<file path="config.mk">
export PLATFORM = sky130hd
export DESIGN_NAME = upr_front
export DESIGN_NICKNAME = d
export VERILOG_FILES = /design/src/pixel_replication_upscaler_top_macros.svh /design/src/upr_pkg.sv /design/src/upr_front.sv
export SDC_FILE = /design/constraint.sdc
export NUM_CORES = 1
export LEC_CHECK = 0
export BUFFER_PORTS_ARGS = -buffer_cell sky130_fd_sc_hd__buf_4
export CAP_MARGIN = 20
export CORE_MARGIN = 5
export CORE_UTILIZATION = 45
export CTS_CLUSTER_DIAMETER = 40
export DETAILED_ROUTE_END_ITERATION = 7
export SLEW_MARGIN = 30
export SYNTH_ARGS = -nofsm -noshare
export SYNTH_HDL_FRONTEND = slang
export SYNTH_SLANG_ARGS = --single-unit
</file>
<file path="constraint.sdc">
create_clock -name i_clk -period 4.4 [get_ports i_clk]
set_input_delay 0.66 -clock i_clk [delete_from_list [all_inputs] [get_ports i_clk]]
set_output_delay 0.66 -clock i_clk [all_outputs]
set_load 0.01 [all_outputs]
</file>
<file path="src/pixel_replication_upscaler_top_macros.svh">
// Assertion helpers used by the back end of the RTL.
`ifndef PIXEL_REPLICATION_UPSCALER_TOP_MACROS_SVH
`define PIXEL_REPLICATION_UPSCALER_TOP_MACROS_SVH

// Same-cycle implication, disabled while in reset.
`define UPR_ASSERT_HOLDS(label, clk, rst_n, ante, cons, msg) \
    label: assert property (@(posedge clk) disable iff (!(rst_n)) (ante) |-> (cons)) \
        else $error(msg);

// Next-cycle implication, disabled while in reset.
`define UPR_ASSERT_NEXT(label, clk, rst_n, ante, cons, msg) \
    label: assert property (@(posedge clk) disable iff (!(rst_n)) (ante) |=> (cons)) \
        else $error(msg);

`endif

</file>
<file path="src/upr_pkg.sv">
`default_nettype none

package upr_pkg;

    localparam int MAX_ROW_PIXELS = 2048;
    localparam int COL_W          = (MAX_ROW_PIXELS > 1) ? $clog2(MAX_ROW_PIXELS) : 1;
    localparam int LCOL_W         = COL_W + 1;   // holds 0..MAX_ROW_PIXELS

    localparam int PIXEL_W  = 24;
    localparam int SCALE_W  = 7;
    localparam int SWIDTH_W = 12;
    localparam int SROWS_W  = 13;
    localparam int RCNT_W   = 12;   // rows_done, 0..ROWS_LIMIT-1
    localparam int ROWS_LIMIT = 4096;
    localparam int PAD_W    = 2;

    localparam int CFG_IDX_W  = 2;
    localparam int CFG_DATA_W = 13;

    localparam logic [CFG_IDX_W-1:0] CFG_SCALE        = 2'd0;
    localparam logic [CFG_IDX_W-1:0] CFG_SOURCE_WIDTH = 2'd1;
    localparam logic [CFG_IDX_W-1:0] CFG_SOURCE_ROWS  = 2'd2;

    localparam int QUEUE_DEPTH = 4;   // power of two
    localparam int Q_ADDR_W    = $clog2(QUEUE_DEPTH);

    typedef enum logic {
        KIND_LOAD    = 1'b0,
        KIND_ADVANCE = 1'b1
    } t_kind;

    typedef struct packed {
        t_kind              kind;
        logic [PIXEL_W-1:0] pixel;
    } t_cmd;

    // Effective (saturated) configuration.
    typedef struct packed {
        logic [SCALE_W-1:0] scale;
        logic [LCOL_W-1:0]  width;
        logic [SROWS_W-1:0] rows;
    } t_cfg;

endpackage

`default_nettype wire

</file>
<file path="src/upr_front.sv">
`default_nettype none

module upr_front (
    input  wire logic                         i_clk,
    input  wire logic                         i_rst_n,
    input  wire logic                         i_in_valid,
    output logic                              o_in_stall,
    input  wire logic                         i_action,
    input  wire logic [upr_pkg::PIXEL_W-1:0]  i_pixel_in,
    output logic                              o_cmd_valid,
    output upr_pkg::t_cmd                     o_cmd,
    input  wire logic                         i_cmd_pop
);

    upr_pkg::t_cmd                    r_mem [upr_pkg::QUEUE_DEPTH];
    logic [upr_pkg::Q_ADDR_W-1:0]     r_wr_ptr, n_wr_ptr;
    logic [upr_pkg::Q_ADDR_W-1:0]     r_rd_ptr, n_rd_ptr;
    logic [upr_pkg::Q_ADDR_W:0]       r_count,  n_count;
    upr_pkg::t_cmd                    cmd_in;
    logic                             push, pop;

    // classify the incoming transfer
    always_comb begin
        cmd_in.kind  = i_action ? upr_pkg::KIND_ADVANCE : upr_pkg::KIND_LOAD;
        cmd_in.pixel = i_pixel_in;
    end

    assign o_in_stall  = (r_count == (upr_pkg::Q_ADDR_W+1)'(upr_pkg::QUEUE_DEPTH));
    assign o_cmd_valid = (r_count != '0);
    assign o_cmd       = r_mem[r_rd_ptr];
    assign push        = i_in_valid && !o_in_stall;
    assign pop         = i_cmd_pop && o_cmd_valid;

    always_comb begin
        n_wr_ptr = push ? r_wr_ptr + 1'b1 : r_wr_ptr;
        n_rd_ptr = pop  ? r_rd_ptr + 1'b1 : r_rd_ptr;
        n_count  = r_count;
        if (push && !pop) begin
            n_count = r_count + 1'b1;
        end else if (pop && !push) begin
            n_count = r_count - 1'b1;
        end
    end

    always_ff @(posedge i_clk) begin
        if (!i_rst_n) begin
            r_wr_ptr <= '0;
            r_rd_ptr <= '0;
            r_count  <= '0;
        end else begin
            r_wr_ptr <= n_wr_ptr;
            r_rd_ptr <= n_rd_ptr;
            r_count  <= n_count;
        end
    end

    always_ff @(posedge i_clk) begin
        if (push) begin
            r_mem[r_wr_ptr] <= cmd_in;
        end
    end

endmodule

`default_nettype wire

</file>
==> results of run 1 <==
## Yosys cell counts, drive strengths merged
master,instances
a21boi,1
and2,8
buf,6
clkbuf,2
dfxtp,9
edfxtp,100
fa,1
ha,5
inv,3
mux2i,3
mux4,25
nand2,4
nor2b,2
nor3b,1
o21ai,1
o311ai,1
o31ai,1
or3,2
xnor2,3
xor2,1
## where the power goes
| part | switching (mW) | internal [mW] |
|---|---|---|
| Combinational | 0.267 | 0.388 |
| Clock | 0.310 | 0.204 |
| Sequential | 0.110 | 1.26 |
## per-stage QoR
stage | utilization [%] | hold slack [ns] | instances | power, mW | cell area [um^2]
finish | 52.97 | 0.4988 | 358 | 2.541 | 4802
global route | 52.97 | 0.4778 | 358 | 2.695 | 4802
CTS | 52.95 | 0.4793 | 358 | 2.588 | 4800
detailed placement | 51.10 | 0.4975 | 342 | 2.070 | 4632
global placement | 51.10 | 0.4923 | 342 | 2.066 | 4632
floorplan | - | 0.4677 | 179 | 1.812 | 4116
## placed cells by master (no fill, tap or decap)
master / instances
a21boi_1: 1
and2_1: 8
buf_4: 60
clkbuf_1: 1
clkbuf_8: 9
clkinv_2: 2
clkinvlp_4: 4
dfxtp_1: 8
dfxtp_4: 1
edfxtp_1: 100
fa_1: 1
ha_1: 5
inv_1: 3
mux2i_1: 3
mux4_2: 25
nand2_1: 4
nor2b_1: 2
nor3b_2: 1
o21ai_0: 1
o311ai_1: 1
o31ai_2: 1
or3_1: 2
xnor2_1: 3
xor2_1: 1
## final timing paths
check | start | end | slack, ns | cells after the start
max | flop | o_cmd[22] | 1.92 | 3
min | i_pixel_in[0] | r_mem[0][0] | 0.50 | 1
max reg2reg | r_count[0] | r_count[2] | 2.05 | 8
min reg2reg | r_wr_ptr[0] | r_wr_ptr[0] | 0.50 | 2
## cells by family (layout without fill, tap and decap cells)
group	count (synthesis)	after routing	share of synthesized area [%]
adders and majority gates	6	6	2.006
muxes	28	28	14.41
AOI/OAI and AO/OA	4	4	0.8206
xor gates and xnor gates	4	4	0.8512
buffers and inverters	11	79	2.097
and+or+nand+nor	17	17	2.492
DFF	109	109	77.33
## routing by layer
metal / routed length (um) / GRT usage (%)
met1: 2731 / 16.94
met2: 3349 / 20.31
met3: 258 / 2.817
met4: 130 / 5.550
met5: 0 / 0
## worst max-delay path: stages, from the launching register on
cell,delay (ns)
dfxtp_1,0.60
buf_4,0.35
mux4_2,0.36
buf_4,0.16
## area by class of cell
cell class / count / area (um^2) / area share, %
inverters: 3 / 11.26 / 0.2345
multi-input cells: 59 / 847.1 / 17.64
flip-flops and latches: 109 / 3187 / 66.36
repair buffers: 60 / 450.4 / 9.380
well taps: 111 / 138.9 / 2.892
clock inverters: 6 / 40.04 / 0.8338
clock buffers: 10 / 127.6 / 2.658
## flip-flops by register name, summed over array words and instances, names as in the netlist, named ones only
signal and cells:
r_mem 100, r_count 3, r_rd_ptr 2, r_wr_ptr 2
==> impl_metrics.csv, run 1 <==
group,metric,value,unit
global_route,grt_max_degree,26,
sta,clock_skew,0.008269,ns
yosys,synth_nets,214,
detailed_routing,first_pass_iters,4,
setup_path,cp-end-kind,"primary output",
detailed_routing,wire_per_inst,18.07,um
sta,fmax,402.7,MHz
yosys,yosysTopAreaCell,"edfxtp_1",
sta,layout_setup_ws,1.917,ns
finish,drive_gt1_share,41.70,%
yosys,synth_cells,179,
clock_tree,cts-root-buf,"clkbuf_8",
hold_path,holdCritPathClass,"input pin to flop",
detailed_routing,drt.antenna.violating_nets,0,
global_route,antenna_found_initial,0,
clock_tree,clk_path_buf_depth,2,
status,status,"finished, final reports clean",
sta,finalSetupViolations,0,
yosys,synthTopCellsByArea,"edfxtp_1 (73%), mux4_2 (14%), dfxtp_1 (4.4%), ha_1 (1.5%), and2_1 (1.2%)",
yosys,synth_cell_types,23,
clock_tree,clk_pin_slew,0.10,ns
clock_tree,cts_hold_buf,0,
place,dp_hpwl,3929,um
sta,slew_headroom,65.18,%
clock_tree,post_cts_resized,0,
sta,drv_slew,0,
finish,n_fill_cell,725,
clock_tree,cts_made_buffers,9,
yosys,yosysSeqAreaShare,77.33,%
place,port-buffer-count,55,
pwr,leakage,1.623,nW
floorplan,core,9065,um^2
floorplan,die_w,105.6,um
place,pre_cts_ws,1.886,ns
floorplan,io_pins,56,
yosys,synthDominantCellAreaShare,72.95,%
finish,antenna_cells,0,
place,place_congestion,0.7107,
clock_tree,htreeDepth,3,
setup_path,critical_path_class,"flop to primary output",
floorplan,rows,35,
finish,nets,277,
sta,period_needed,2.483,ns
setup_path,startpoint_type,"flop",
setup_path,path_max_fanout,17,
floorplan,die_area,11160,um^2
clock_tree,cts_sinks,109,
sta,hold_viol_final,0,
floorplan,die_h,105.6,um
job,maxCapViolCount,0,
clock_tree,insertion_delay,0.36,ns
finish,syn2layout_area_growth,16.66,%
yosys,avgSynthCellArea,23.00,um^2
global_route,grtUsageTotal,12.75,%
sta,tns,0,ns
global_route,grt_overflow,0,
yosys,synth_area,4116,um^2
global_route,grt_pass1_vias,1992,
clock_tree,postCtsSetupBuffers,0,
clock_tree,cts_tree,"done",
detailed_routing,avgViaCountPerCell,5.106,
detailed_routing,vias,1828,
pwr,ir_worst_vdd,245.7,uV
sta,worst_pin_slew,0.5224,ns
pwr,pwr_density_cell,529.1,nW/um^2
global_route,grt_first_pass_wirelength,10670,um
detailed_routing,detail_route.iter0.violations,73,
sta,finalCritPeriodShare,56.44,%
floorplan,initial_utilization,45.41,%
setup_path,arrival,1.82,ns
detailed_routing,drc,0,
sta,rsz0062_at_grt,"no",
detailed_routing,routed_wl,6469,um
setup_path,critPathRequiredTime,3.74,ns
yosys,ys_warn_count,0,
yosys,synth-seq-cells,109,
Note: power is estimated with default switching activity, not from simulation.
==> run 2, diff against run 1 <==
--- a/config.mk
+++ b/config.mk
@@ -11,6 +11,7 @@
 export CORE_UTILIZATION = 45
 export CTS_CLUSTER_DIAMETER = 40
 export DETAILED_ROUTE_END_ITERATION = 7
+export PLACE_DENSITY = 0.67
 export SLEW_MARGIN = 30
 export SYNTH_ARGS = -nofsm -noshare
 export SYNTH_HDL_FRONTEND = slang
==> constraint.sdc (replaced) <==
create_clock -name i_clk -period 2.2 [get_ports i_clk]
set_input_delay 0.33 -clock i_clk [delete_from_list [all_inputs] [get_ports i_clk]]
set_output_delay 0.33 -clock i_clk [all_outputs]
set_load 0.01 [all_outputs]
==> run 2 against run 1 <==
Die area unchanged. Utilization up 1.0 points. Design area up 1.9%. Register-to-register slack worse by 1.9 ns. Clock power up 130%. Via count up 3.1%. Count of clock-buffer cells in the layout down 1. Non-clock buffer count up 8. Flip-flop and latch count unchanged. Sequential share of layout area down 1.2 points. Setup slack worse by 1.7 ns. Clock skew up 0.0012 ns. Critical endpoint is now o_cmd[12]. Largest cell class unchanged. Highest routed layer unchanged.
==> impl_metrics.csv, run 2 (synthesis gave the netlist of run 1 again) <==
group,metric,value,unit
global_route,grt_busiest_layer,"met2",
sta,worst_pin_slew,0.3204,ns
job,maxCapViolCount,0,
detailed_routing,avgViaCountPerCell,5.148,
setup_path,slowest_stage,"mux4_2",
setup_path,r2r_start,"r_count[1]",
global_route,use_met2,21.86,%
sta,tns,0,ns
pwr,fin_total_pwr,5.298,mW
finish,nets,285,
sta,rsz0062_at_grt,"no",
setup_path,cp-end-kind,"primary output",
detailed_routing,drt.antenna.violating_nets,0,
setup_path,path_common_cell,"buf_4",
finish,antenna_cells,0,
global_route,grt.met1_usage,16.46,%
setup_path,rrSetupSlack,0.18,ns
status,status,"finished, final reports clean",
floorplan,die_w,105.6,um
finish,syn2layout_area_growth,18.88,%
clock_tree,postCtsSetupBuffers,0,
setup_path,crit_chain,"buf_4, mux4_2, buf_4",
hold_path,min_from,"i_pixel_in[9]",
hold_path,min_path_cells,1,
global_route,grtUsageTotal,13.14,%
hold_path,hold-path-endpoint,"r_mem[0][9]",
floorplan,die_h,105.6,um
global_route,grt_first_pass_wirelength,10930,um
setup_path,critical_path_class,"flop to primary output",
setup_path,cpPeakStageDelay,0.55,ns
floorplan,initial_utilization,45.41,%
sta,clock_skew,0.009433,ns
finish,final_common_cell,"edfxtp_1",
place,dp_hpwl,4425,um
detailed_routing,detail_route.iter0.violations,32,
finish,drive_gt1_share,44.71,%
finish,largest-register,"r_mem",
detailed_routing,drc,0,
clock_tree,cts_made_buffers,9,
pwr,ir_worst_vdd,510.8,uV
clock_tree,cts_tree,"done",
place,port-buffer-count,55,
sta,period_needed,2.030,ns
setup_path,r2r_cells,7,
pwr,pwr_density_cell,1083,nW/um^2
global_route,antenna_found_initial,0,
sta,drv_slew,0,
clock_tree,insertion_delay,0.35,ns
clock_tree,cts-root-buf,"clkbuf_8",
clock_tree,cts_sinks,109,
floorplan,rows,35,
clock_tree,clk_pin_slew,0.10,ns
sta,fmax,492.5,MHz
sta,slew_headroom,78.31,%
floorplan,core,9065,um^2
finish,largest_reg_flops,100,
global_route,grt_max_degree,19,
finish,most-common-layout-cells,"edfxtp_1 (100), buf_4 (68), mux4_2 (25)",
pwr,leakage,1.690,nW
sta,finalSetupViolations,0,
setup_path,path_max_fanout,14,
detailed_routing,vias,1884,
setup_path,arrival,1.70,ns
place,place_congestion,0.7196,
setup_path,critPathRequiredTime,1.87,ns
clock_tree,htreeDepth,3,
detailed_routing,first_pass_iters,4,
detailed_routing,routed_wl,6760,um
sta,finalCritPeriodShare,92.29,%
finish,n_fill_cell,711,
setup_path,r2r-end,"r_count[2]",
setup_path,startpoint_type,"flop",
global_route,use_met3,3.980,%
sta,hold_viol_final,0,
finish,top_regs,"r_mem (100), r_count (3)",
hold_path,holdCritPathClass,"input pin to flop",
floorplan,die_area,11160,um^2
detailed_routing,wire_per_inst,18.47,um
global_route,grt_pass1_vias,2044,
clock_tree,clk_path_buf_depth,2,
global_route,grt_overflow,0,
floorplan,io_pins,56,
-- run 2: cell count changes in the layout (fill, tap and decap cells not counted), moves of 2 or more --
cell | before | now
buf_4 | 60 | 68
clkinvlp_4 | 4 | 1
dfxtp_2 | 0 | 3
dfxtp_1 | 8 | 6
inv_6 | 0 | 2
-- run 2: cell type report --
| type | instances | area [um^2] | area share (%) |
|---|---|---|---|
| Clock buffer | 9 | 123.9 | 2.531 |
| Clock inverter | 7 | 72.57 | 1.483 |
| Inverter | 3 | 11.26 | 0.2301 |
| Multi-Input combinational cell | 59 | 849.6 | 17.36 |
| Sequential cell | 109 | 3187 | 65.12 |
| Tap cell | 111 | 138.9 | 2.838 |
| Timing Repair Buffer | 68 | 510.5 | 10.43 |
-- run 2: what timing repair did --
item | CTS | global route
hold buffers | 0 | 0
gates resized for setup | 0 | 3
endpoints found under the hold margin | 0 | 0
endpoints found under the setup margin | 0 | 1
-- run 2: worst max-delay path by stage --
stage	start	end
floorplan	r_count[0]	r_count[2]
global placement	r_count[0]	r_count[2]
detailed placement	r_count[0]	r_count[2]
CTS	r_count[0]	r_count[2]
global route	r_count[1]	r_count[2]
finish	flop	o_cmd[12]
-- run 2: metrics by stage --
stage	worst slack [ns]	hold slack, ns	cell area, um^2	instances	utilization, %
floorplan	0.1702	0.4289	4116	179	-
global placement	0.2105	0.4887	4692	350	51.76
detailed placement	0.09047	0.4973	4692	350	51.76
CTS	0.06597	0.1449	4888	366	53.93
global route	0.04328	0.1327	4893	366	53.98
finish	0.1696	0.1684	4893	366	53.98
-- run 2: critical path, delay by kind of cell (launching register included) --
family / cells / cell delay [ns]
buffers and inverters: 2 / 0.44
flip-flops: 1 / 0.34
multiplexers: 1 / 0.55
-- run 2: metal layers --
layer,routed length [um],vias to the layer above
met2,3569,43
met1,2822,968
li1,-,868
met5,0,-
met3,300,5
met4,68,0
-- run 2: power by group --
part	switching, mW	leakage (nW)	total (mW)	internal [mW]
Clock	0.653	0.0976	1.18	0.531
Combinational	0.676	0.601	1.50	0.821
Sequential	0.0946	0.991	2.62	2.52
Total	1.42	1.69	5.30	3.87
